<file path="config.mk">
export PLATFORM = sky130hd
export DESIGN_NAME = touch_point_smoother_mapper
export DESIGN_NICKNAME = d
export VERILOG_FILES = /design/src/rtl/core/tpsm_pkg.sv /design/src/rtl/core/touch_point_smoother_mapper.sv
export SDC_FILE = /design/constraint.sdc
export NUM_CORES = 2
export LEC_CHECK = 0
export ABC_AREA = 1
export ABC_CLOCK_PERIOD_IN_PS = 7600
export BUFFER_PORTS_ARGS = -buffer_cell sky130_fd_sc_hd__buf_4
export CAP_MARGIN = 30
export CORE_UTILIZATION = 57
export CTS_CLUSTER_DIAMETER = 30
export CTS_CLUSTER_SIZE = 12
export DETAILED_ROUTE_END_ITERATION = 6
export HOLD_SLACK_MARGIN = 0.08
export PLACE_DENSITY = 0.76
export REMOVE_ABC_BUFFERS = 1
export SYNTH_ARGS = -nofsm -noshare
export SYNTH_HDL_FRONTEND = slang
export SYNTH_SLANG_ARGS = --single-unit
</file>
<file path="constraint.sdc">
create_clock -name clock -period 7.6 [get_ports clock]
set_clock_uncertainty 0.05 [all_clocks]
set_input_delay 0.38 -clock clock [delete_from_list [all_inputs] [get_ports clock]]
set_output_delay 0.38 -clock clock [all_outputs]
set_load 0.03 [all_outputs]
</file>
<file path="src/rtl/core/tpsm_pkg.sv">
// Shared types and constants for the touch point smoother and mapper.
// Depends on nothing; imported by touch_point_smoother_mapper, tpsm_point_checker and the testbench.
package tpsm_pkg;

   // Smoothing window and screen geometry
   localparam int WINDOW   = 4;
   localparam int SLOT_W   = $clog2(WINDOW);
   localparam int RAW_W    = 12;
   localparam int SUM_W    = RAW_W + SLOT_W;
   localparam int SCREEN_W = 320;
   localparam int SCREEN_H = 240;
   localparam int PIX_W    = 9;

   // Configuration register map, one 64-bit slot per register
   localparam int CSR_ADDR_W = 6;
   localparam int CSR_DATA_W = 64;

   typedef enum logic [2:0] {
      CSR_GAIN_X     = 3'd0,
      CSR_OFFSET_X   = 3'd1,
      CSR_GAIN_Y     = 3'd2,
      CSR_OFFSET_Y   = 3'd3,
      CSR_SCAN_RECT  = 3'd4,
      CSR_BACK_RECT  = 3'd5,
      CSR_LIST_TOP   = 3'd6,
      CSR_ROW_HEIGHT = 3'd7
   } csr_index_type;

   // Input beat: one touch-panel sample
   typedef struct packed {
      logic        touched;
      logic [11:0] raw_x;
      logic [11:0] raw_y;
      logic [7:0]  network_count;
   } req_payload_type;

   // Result beat
   typedef struct packed {
      logic       pressed;
      logic [8:0] screen_x;
      logic [7:0] screen_y;
      logic       scan_hit;
      logic       back_hit;
      logic       row_valid;
      logic [7:0] row_index;
   } rsp_payload_type;

endpackage

</file>
<file path="src/rtl/core/touch_point_smoother_mapper.sv">
// Touch point smoother and mapper: history, averaging, calibration, hit tests, list row.
// Depends on tpsm_pkg for payload types, register codes and screen geometry.

// One sample is taken when req_ready is high, which is only while the
// sequencer is idle. An untouched sample goes from the accept cycle
// straight to loading the result register. A touched sample passes through
// the accept cycle, accumulation of the WINDOW history entries through the
// history adder, two multiply/map passes through the single 20x13 signed
// multiplier shared by both axes, the row setup state and the restoring row
// divider over all PIX_W quotient bits, and the load of the result register.
// The divider is skipped when the point lies above the list top or the row
// height is zero. The result register lets a new sample be accepted while a
// result still waits on rsp_ready; the next sample then holds in its finish
// state until that result is taken. Configuration goes through a 64-bit
// APB-style port with register i at byte address 8*i; pready is tied high.
module touch_point_smoother_mapper
   import tpsm_pkg::*;
(
   input  logic                  clock,
   input  logic                  reset,

   input  logic                  req_valid,
   output logic                  req_ready,
   input  req_payload_type       req_payload,

   output logic                  rsp_valid,
   input  logic                  rsp_ready,
   output rsp_payload_type       rsp_payload,

   input  logic                  csr_psel,
   input  logic                  csr_penable,
   input  logic                  csr_pwrite,
   input  logic [CSR_ADDR_W-1:0] csr_paddr,
   input  logic [CSR_DATA_W-1:0] csr_pwdata,
   output logic [CSR_DATA_W-1:0] csr_prdata,
   output logic                  csr_pready
);

   typedef enum logic [2:0] {
      ST_IDLE,
      ST_ACC,
      ST_MUL,
      ST_MAP,
      ST_ROW,
      ST_DIV,
      ST_FINISH
   } state_type;

   localparam int CNT_W = 4;
   localparam logic signed [17:0] X_MAX = 18'(SCREEN_W - 1);
   localparam logic signed [17:0] Y_MAX = 18'(SCREEN_H - 1);

   // Configuration registers
   logic signed [19:0] gain_x_ff, gain_y_ff;
   logic signed [26:0] offset_x_ff, offset_y_ff;
   logic [35:0]        scan_rect_ff, back_rect_ff;
   logic [7:0]         list_top_ff, row_height_ff;

   // Sequencer and datapath registers
   state_type          state_ff;
   logic [CNT_W-1:0]   cnt_ff;
   logic               axis_ff;
   logic [SLOT_W-1:0]  slot_ff;
   logic [RAW_W-1:0]   xh_ff [WINDOW];
   logic [RAW_W-1:0]   yh_ff [WINDOW];
   logic [SUM_W-1:0]   sumx_ff, sumy_ff;
   logic signed [32:0] prod_ff;
   logic [PIX_W-1:0]   sx_ff, sy_ff;
   logic [7:0]         ncount_ff;
   logic               touch_ff;
   logic [PIX_W-1:0]   rem_ff, quo_ff;
   logic               row_ok_ff;
   logic               rsp_valid_ff;
   rsp_payload_type    rsp_ff;

   // Combinational helpers
   logic               csr_write;
   csr_index_type      csr_index;
   logic [RAW_W-1:0]   avg_in;
   logic signed [32:0] prod_in;
   logic signed [33:0] q_in;
   logic signed [17:0] p_in;
   logic signed [17:0] lim_in;
   logic [PIX_W-1:0]   pix_in;
   logic [PIX_W:0]     rem_sh_in;
   logic [PIX_W:0]     diff_in;
   logic               load_rsp;
   rsp_payload_type    rsp_in;

   function automatic logic in_rect(input logic [35:0] r, input logic [PIX_W-1:0] x,
                                    input logic [PIX_W-1:0] y);
      logic [9:0] xr;
      logic [9:0] yb;
      xr = {1'b0, r[8:0]} + {1'b0, r[26:18]};
      yb = {1'b0, r[17:9]} + {1'b0, r[35:27]};
      return (x >= r[8:0]) && ({1'b0, x} <= xr) && (y >= r[17:9]) && ({1'b0, y} <= yb);
   endfunction

   // Configuration port
   assign csr_pready = 1'b1;
   assign csr_write  = csr_psel && csr_penable && csr_pwrite && csr_pready;
   assign csr_index  = csr_index_type'(csr_paddr[CSR_ADDR_W-1:3]);

   always_comb begin
      case (csr_index)
         CSR_GAIN_X:     csr_prdata = 64'(signed'(gain_x_ff));
         CSR_OFFSET_X:   csr_prdata = 64'(signed'(offset_x_ff));
         CSR_GAIN_Y:     csr_prdata = 64'(signed'(gain_y_ff));
         CSR_OFFSET_Y:   csr_prdata = 64'(signed'(offset_y_ff));
         CSR_SCAN_RECT:  csr_prdata = {28'd0, scan_rect_ff};
         CSR_BACK_RECT:  csr_prdata = {28'd0, back_rect_ff};
         CSR_LIST_TOP:   csr_prdata = {56'd0, list_top_ff};
         CSR_ROW_HEIGHT: csr_prdata = {56'd0, row_height_ff};
         default:        csr_prdata = '0;
      endcase
   end

   always_ff @(posedge clock) begin
      if (reset) begin
         gain_x_ff     <= 20'sd5120;
         offset_x_ff   <= '0;
         gain_y_ff     <= 20'sd3840;
         offset_y_ff   <= '0;
         scan_rect_ff  <= '0;
         back_rect_ff  <= '0;
         list_top_ff   <= '0;
         row_height_ff <= 8'd20;
      end else if (csr_write) begin
         case (csr_index)
            CSR_GAIN_X:     gain_x_ff     <= csr_pwdata[19:0];
            CSR_OFFSET_X:   offset_x_ff   <= csr_pwdata[26:0];
            CSR_GAIN_Y:     gain_y_ff     <= csr_pwdata[19:0];
            CSR_OFFSET_Y:   offset_y_ff   <= csr_pwdata[26:0];
            CSR_SCAN_RECT:  scan_rect_ff  <= csr_pwdata[35:0];
            CSR_BACK_RECT:  back_rect_ff  <= csr_pwdata[35:0];
            CSR_LIST_TOP:   list_top_ff   <= csr_pwdata[7:0];
            CSR_ROW_HEIGHT: row_height_ff <= csr_pwdata[7:0];
            default: ;
         endcase
      end
   end

   // Window average: the window is a power of two, so drop the low sum bits
   assign avg_in  = axis_ff ? sumy_ff[SUM_W-1:SLOT_W] : sumx_ff[SUM_W-1:SLOT_W];

   // Shared multiplier, one axis per pass
   assign prod_in = (axis_ff ? gain_y_ff : gain_x_ff) * signed'({1'b0, avg_in});

   // Add offset, floor to a pixel and clamp to the screen
   always_comb begin
      q_in   = 34'(prod_ff) + 34'(axis_ff ? offset_y_ff : offset_x_ff);
      p_in   = q_in[33:16];
      lim_in = axis_ff ? Y_MAX : X_MAX;
      if (p_in[17]) begin
         pix_in = '0;
      end else if (p_in > lim_in) begin
         pix_in = lim_in[PIX_W-1:0];
      end else begin
         pix_in = p_in[PIX_W-1:0];
      end
   end

   // Restoring divider step for the list row
   assign rem_sh_in = {rem_ff, quo_ff[PIX_W-1]};
   assign diff_in   = rem_sh_in - {2'b00, row_height_ff};

   // Result beat assembly
   always_comb begin
      rsp_in = '0;
      if (touch_ff) begin
         rsp_in.pressed  = 1'b1;
         rsp_in.screen_x = sx_ff;
         rsp_in.screen_y = sy_ff[7:0];
         rsp_in.scan_hit = in_rect(scan_rect_ff, sx_ff, sy_ff);
         rsp_in.back_hit = in_rect(back_rect_ff, sx_ff, sy_ff);
         if (row_ok_ff && (quo_ff < {1'b0, ncount_ff})) begin
            rsp_in.row_valid = 1'b1;
            rsp_in.row_index = quo_ff[7:0];
         end
      end
   end

   assign req_ready   = (state_ff == ST_IDLE);
   assign load_rsp    = (state_ff == ST_FINISH) && (!rsp_valid_ff || rsp_ready);
   assign rsp_valid   = rsp_valid_ff;
   assign rsp_payload = rsp_ff;

   // Sequencer, history and result register
   always_ff @(posedge clock) begin
      if (reset) begin
         state_ff     <= ST_IDLE;
         cnt_ff       <= '0;
         axis_ff      <= 1'b0;
         slot_ff      <= '0;
         rsp_valid_ff <= 1'b0;
         for (int i = 0; i < WINDOW; i++) begin
            xh_ff[i] <= '0;
            yh_ff[i] <= '0;
         end
      end else begin
         // drop a delivered result beat unless a new one replaces it
         if (rsp_valid_ff && rsp_ready && !load_rsp) begin
            rsp_valid_ff <= 1'b0;
         end
         case (state_ff)
            ST_IDLE: begin
               if (req_valid) begin
                  touch_ff  <= req_payload.touched;
                  ncount_ff <= req_payload.network_count;
                  if (req_payload.touched) begin
                     xh_ff[slot_ff] <= req_payload.raw_x;
                     yh_ff[slot_ff] <= req_payload.raw_y;
                     slot_ff        <= slot_ff + 1'b1;
                     sumx_ff        <= '0;
                     sumy_ff        <= '0;
                     cnt_ff         <= '0;
                     state_ff       <= ST_ACC;
                  end else begin
                     state_ff <= ST_FINISH;
                  end
               end
            end
            ST_ACC: begin
               sumx_ff <= sumx_ff + SUM_W'(xh_ff[cnt_ff[SLOT_W-1:0]]);
               sumy_ff <= sumy_ff + SUM_W'(yh_ff[cnt_ff[SLOT_W-1:0]]);
               cnt_ff  <= cnt_ff + 1'b1;
               if (cnt_ff == CNT_W'(WINDOW - 1)) begin
                  axis_ff  <= 1'b0;
                  state_ff <= ST_MUL;
               end
            end
            ST_MUL: begin
               prod_ff  <= prod_in;
               state_ff <= ST_MAP;
            end
            ST_MAP: begin
               if (axis_ff) begin
                  sy_ff    <= pix_in;
                  state_ff <= ST_ROW;
               end else begin
                  sx_ff    <= pix_in;
                  axis_ff  <= 1'b1;
                  state_ff <= ST_MUL;
               end
            end
            ST_ROW: begin
               // divide only for a point at or below the list top with a nonzero row height
               if ((sy_ff >= PIX_W'(list_top_ff)) && (row_height_ff != 8'd0)) begin
                  quo_ff    <= sy_ff - PIX_W'(list_top_ff);
                  rem_ff    <= '0;
                  cnt_ff    <= '0;
                  row_ok_ff <= 1'b1;
                  state_ff  <= ST_DIV;
               end else begin
                  row_ok_ff <= 1'b0;
                  state_ff  <= ST_FINISH;
               end
            end
            ST_DIV: begin
               if (!diff_in[PIX_W]) begin
                  rem_ff <= diff_in[PIX_W-1:0];
                  quo_ff <= {quo_ff[PIX_W-2:0], 1'b1};
               end else begin
                  rem_ff <= rem_sh_in[PIX_W-1:0];
                  quo_ff <= {quo_ff[PIX_W-2:0], 1'b0};
               end
               cnt_ff <= cnt_ff + 1'b1;
               if (cnt_ff == CNT_W'(PIX_W - 1)) begin
                  state_ff <= ST_FINISH;
               end
            end
            ST_FINISH: begin
               if (load_rsp) begin
                  rsp_ff       <= rsp_in;
                  rsp_valid_ff <= 1'b1;
                  state_ff     <= ST_IDLE;
               end
            end
            default: state_ff <= ST_IDLE;
         endcase
      end
   end

endmodule

</file>
Word-level counts from Yosys, hierarchy flattened --
Memories as Yosys holds them, arrays and structs flattened. A register that Yosys moved wholly into a read port is not among the register bits. Cells that the tools add are included.
Word-level totals: memory bits (writable) 96, output and inout port bits 96, memories kept 2, memory bits (read-only) 0, input port bits 110, bits in latches 0, logic and storage cells 179, register bits after elaboration 329
Cells by class: shift-type cells 0, multiplexer cells 54, divide/modulo/power cells 0, $lt $le $gt $ge 11, $add $sub $neg 11, bitwise logic cells 2, multipliers 1, equality and inequality tests 21, reduce and logical (&&, ||, !) cells 47
Memories:
- xh_ff | words 4, width 12, read ports 1, clocked after memory_dff 1, wr ports 4, RTL line touch_point_smoother_mapper.sv:64 | logic [RAW_W-1:0] xh_ff [WINDOW];
- yh_ff | words 4, width 12, read ports 1, clocked after memory_dff 1, wr ports 4, RTL line touch_point_smoother_mapper.sv:65 | logic [RAW_W-1:0] yh_ff [WINDOW];
Operators by type and width (number):
- case mux 64 bit (8 select lines) | 1
- 2-to-1 mux 9 bit | 7
- case mux 14 bit (2 select lines) | 2
- adder 9 x 9 -> 10 bit | 4
- <= comparator 9 x 10 -> 1 bit | 4
- >= comparator 9 bit | 4
- 2-to-1 mux 12 bit | 3
- case mux 9 bit (2 select lines) | 2
- adder 33 x 34 -> 34 bit | 1
- 2-to-1 mux 34 bit | 1
- multiplier 33 x 13 -> 33 bit | 1
- 2-to-1 mux 33 bit | 1
- 2-to-1 mux 29 bit | 1
- adder 14 x 12 -> 14 bit | 2
- 2-to-1 mux 14 bit | 2
- AND reduction 2 bit | 12
- OR reduction 12 bit | 2
- == test 3 bit, second input constant | 7
- case mux 3 bit (7 select lines) | 1
- greater-than comparator 18 x 10 -> 1 bit | 1
- 2-to-1 mux 3 bit | 6
- AND reduction 3 bit | 6
- 2-to-1 mux 1 bit | 15
- 2-to-1 mux 2 bit | 7
- 25 further kinds | 54

Depth between registers and ports, before layout --
depth after elaboration 8, mapped depth 29, depth with buffers taken out 26

Worst setup path before layout --
OpenSTA, ideal clock, no wires.
kind reg-to-reg, start point register axis_ff, end point register prod_ff[31] (data pin), cell stages (with the launch flop) 25, library setup time 276 ps, data arrival time 6040 ps, clock period less this slack 6365 ps, buffers on the path 3, data required time 7274 ps, slack 1235 ps, cells stage by stage dfxtp_1 > buf_6 > inv_4 > clkbuf_1 > or2_2 > o21ai_1 > clkbuf_1 > nor2_1 > fa_1 > fa_1 > inv_1 > fa_1 > inv_1 > fa_1 > inv_1 > fa_1 > inv_1 > ha_1 > nand2_1 > nor4_1 > nand3_1 > nand3_1 > nand2_1 > o311ai_0 > xor2_1
On the way: word-level cells in the longest chain between the ends 2, elaborated cells on any way between the ends 3, those cells by class mul: 1; mux: 2
Ends and longest elaborated chain:
- start, declared | RTL line touch_point_smoother_mapper.sv:62 | logic axis_ff;
- start signal, assigned | RTL line touch_point_smoother_mapper.sv:193 | axis_ff <= 1'b0;
- start signal, assigned | RTL line touch_point_smoother_mapper.sv:228 | axis_ff <= 1'b0;
- start signal, assigned | RTL line touch_point_smoother_mapper.sv:242 | axis_ff <= 1'b1;
- 2-to-1 mux 33 bit / 2-to-1 mux 12 bit (equally long branches) | RTL line touch_point_smoother_mapper.sv:147, touch_point_smoother_mapper.sv:144
- multiplier 33 x 13 -> 33 bit * | RTL line touch_point_smoother_mapper.sv:147 | assign prod_in = (axis_ff ? gain_y_ff : gain_x_ff) * signed'({1'b0, avg_in});
- net prod_in[31] | RTL line touch_point_smoother_mapper.sv:80 | logic signed [32:0] prod_in;
- end signal, assigned | RTL line touch_point_smoother_mapper.sv:233 | prod_ff <= prod_in;
- end, declared | RTL line touch_point_smoother_mapper.sv:67 | logic signed [32:0] prod_ff;
Mark *: on every way through the listed nets, which the timed path passes. The rest lies on a longest branch. A chain may end at the register's enable or synchronous reset.

Worst setup path in the final report --
start point register axis_ff, end point register prod_ff[30] (data pin)
Same word-level chain as after synthesis.

==> flow_metrics.tcl <==
set metrics [dict create \
    outcome "complete, no violations" \
    vias 29222 \
    viasPerCell 5.67 \
    dpl-instance-area_um2 35200 \
    met1_usage 0.429 \
    hold_viol 0 \
    hp-class "in -> reg" \
    grt_overflow_total 0 \
    routabilityCongestion 1.00 \
    fin_total_pwr_mw 12.0 \
    dieHeight_um 243 \
    rsz0062_at_grt "false" \
    crit_arrival_ps 7150 \
    yosysWarnings 0 \
    syn2layout_area_growth_pct 17.2 \
    critical_path_class "reg -> reg" \
    drt-total-wl_mm 97.8 \
    period_needed_ps 6830 \
    drcViolationCount 0 \
    grtUsageTotal 0.332 \
    root_buffer "clkbuf_16" \
    grt_pass1_vias 28682 \
    cts_buffers 86 \
    seq_power_share 0.245 \
    cts_tree "yes" \
    grt_use_met3 0.0615 \
    cts_max_path_buffers 3 \
    ys_seq_area_frac 0.329 \
    setup_viol 0 \
    path_depth 20 \
    clock_latency_ps 630 \
    fin_area_um2 38800 \
    syn_avg_cell_area_um2 8.12 \
    cpMostUsedCell "fa_1" \
    relSlewSlack 0.308 \
    cp-start-kind "register" \
    antenna_found_initial 3 \
    cp_max_fo 92 \
    crit_required_ps 7920 \
    clkPwrFrac 0.308 \
    p_per_area_nw_per_um2 310 \
    drt-initial-drc-count 2712 \
    ys_ff_latch 427 \
    layout.nets 4924 \
    p_sw_mw 4.90 \
    fp.dieW_um 243 \
    drtAntennaViolNets 0 \
    peakVddDrop_mv 0.255 \
    io_pins 206 \
    fin_ws_ps 766 \
    top_usage_layer "met2" \
    synthCells 4076 \
    cp-end-kind "register" \
    intPower_mw 7.14 \
    slowest_stage "o21ai_0" \
    utilization 0.683 \
    dpl.hpwl_mm 71.6 \
    path_delay_family "adder cells" \
    pre_cts_ws_ps 668 \
    h-tree-depth 3 \
    grt_pass1_wl_mm 154 \
    worstPathCellList "buf_12 > o21ai_0 > clkinv_1 > buf_4 > nand2_1 > fa_1 > fa_1 > inv_1 > fa_1 > fa_1 > inv_1 > fa_1 > inv_1 > ha_1 > nand2_1 > nor2_1 > inv_1 > or4_1 > o221ai_1 > xor2_1" \
    reg2regPathDepth 20 \
    worstHoldPathCells 3 \
    ys_types 59 \
    layout-drive-gt1-share 0.100 \
    dp_cells 4919 \
    rows 87 \
    tightest_slew_ps 1030 \
    grt_use_met2 0.536 \
    dr.pass1.iters 6 \
    cts.clk_slew.worst_paths_ps 50 \
    core_um2 56800 \
    combPwrFrac 0.447 \
    drv_cap 0 \
    swShare 0.407 \
    post_cts_resized 0 \
    cp_num_buf_inv 7 \
    max_freq_ghz 0.146 \
    port_buffers 173 \
    final_cells 5151 \
    grt_max_degree 111 \
    finalCritPeriodShare 0.899 \
    netlist_area_um2 33100 \
    most-common-layout-cells "inv_1 (679), nor2_1 (614), nand2_1 (570)" \
    routedWlPerCell_um 19.0 \
    die-area_um2 59000 \
    slowest_delay_ps 760 \
    leakage_nw 17.9 \
    layout_commonest_cell "inv_1" \
    cts.sinks 427 \
    drv_slew 0 \
    start_util 0.582 \
]
## logic make-up (layout without fill, tap and decap cells)
logic type,count (synthesis),after routing,synth area share
buffers and inverters,848,1162,0.0999
xor gates and xnor gates,80,80,0.0216
adders and majority gates,494,494,0.238
muxes,1,1,0.000303
other,1,6,0.000113
DFF,427,427,0.329
and+or+nand+nor,1380,1380,0.168
AOI/OAI and AO/OA,845,845,0.143
## final timing paths
path | from | end | slack [ps]
max | axis_ff | prod_ff[30] | 770
min | req_payload[11] | yh_ff[0][3] | 100
max reg2reg | axis_ff | prod_ff[30] | 770
min reg2reg | gain_x_ff[0] | gain_x_ff[0] | 420
## cells in the mapped netlist (all sizes together)
master | n | area, µm²
o211ai | 15 | 113
a221o | 11 | 110
nand3 | 83 | 420
or2 | 20 | 125
clkbuf | 117 | 439
nor2 | 621 | 2340
a22oi | 4 | 30.0
conb | 1 | 3.75
nand4 | 14 | 87.6
a21boi | 5 | 41.3
a21oi | 278 | 1400
nor3 | 42 | 240
o21ai | 388 | 1950
xnor2 | 32 | 280
a31oi | 11 | 68.8
and3 | 2 | 12.5
a21o | 12 | 90.1
a32oi | 2 | 17.5
o211a | 1 | 10.0
or4 | 1 | 7.51
ha | 268 | 3350
and2 | 4 | 25.0
buf | 37 | 259
o2111ai | 14 | 123
fa | 226 | 4520
dfxtp | 195 | 3900
nor3b | 4 | 30.0
o21a | 11 | 82.6
mux2i | 1 | 10.0
o221ai | 5 | 43.8
nor4 | 9 | 56.3
xor2 | 48 | 435
nand2 | 576 | 2180
a2111oi | 1 | 8.76
nand3b | 4 | 30.0
a221oi | 30 | 263
o311ai | 3 | 26.3
inv | 687 | 2580
clkinv | 7 | 26.3
o21bai | 17 | 128
a211oi | 2 | 15.0
o22ai | 35 | 219
edfxtp | 232 | 6970
## worst register-to-register path: stages, from the launching register on
cell and delay, ps:
dfxtp_2 390, buf_12 240, o21ai_0 780, clkinv_1 380, buf_4 310, nand2_1 120, fa_1 450, fa_1 530
inv_1 60, fa_1 480, fa_1 560, inv_1 60, fa_1 570, inv_1 50, ha_1 380, nand2_1 130
nor2_1 140, inv_1 60, or4_1 460, o221ai_1 270, xor2_1 110
## layout make-up
cell class / count / area, µm²
antenna: 5 / 12.5
tap: 756 / 946
fill: 4522 / 18000
sequential: 427 / 10900
inverter: 694 / 2610
clock inverter: 41 / 450
clock buffer: 117 / 2420
timing repair buffer: 310 / 2530
multi-input combinational: 2801 / 18900
## per-layer routing
| metal | wire length (µm) | vias up |
|---|---|---|
| li1 | - | 13775 |
| met1 | 39000 | 13788 |
| met2 | 45000 | 1395 |
| met3 | 8930 | 260 |
| met4 | 4890 | 4 |
| met5 | 23 | - |
## timing repair
| item | in CTS | in global routing |
|---|---|---|
| hold buffers | 68 | 0 |
| endpoints found under the setup margin | 0 | 0 |
| endpoints found under the hold margin | 182 | 0 |
| setup buffers | 0 | 0 |
## power by group through the flow
| stage | Combinational (mW) | Sequential, mW | Clock [mW] |
|---|---|---|---|
| finish | 5.38 | 2.96 | 3.70 |
| global route | 6.01 | 2.97 | 3.82 |
| CTS | 5.29 | 2.95 | 3.71 |
| detailed placement | 5.22 | 2.99 | 0 |
| global placement | 5.07 | 2.98 | 0 |
| floorplan | 3.68 | 2.98 | 0 |
## metrics by stage
step / hold WS, ps / setup TNS [ps]
3_5_place_dp: 414 / 0
4_1_cts: 93.5 / 0
6_report: 95.9 / 0
2_1_floorplan: 391 / -5000
3_3_place_gp: 407 / 0
5_1_grt: 96.2 / 0
## state kept, by name, indices dropped and copies added (netlist names), 14 cells and up, named ones only
| signal | flops |
|---|---|
| xh_ff | 48 |
| yh_ff | 48 |
| back_rect_ff | 36 |
| scan_rect_ff | 36 |
| prod_ff | 33 |
| rsp_payload | 29 |
| offset_x_ff | 27 |
| offset_y_ff | 27 |
| gain_x_ff | 20 |
| gain_y_ff | 20 |
| sumx_ff | 14 |
| sumy_ff | 14 |
No activity file was read; power rests on OpenSTA's default activity.
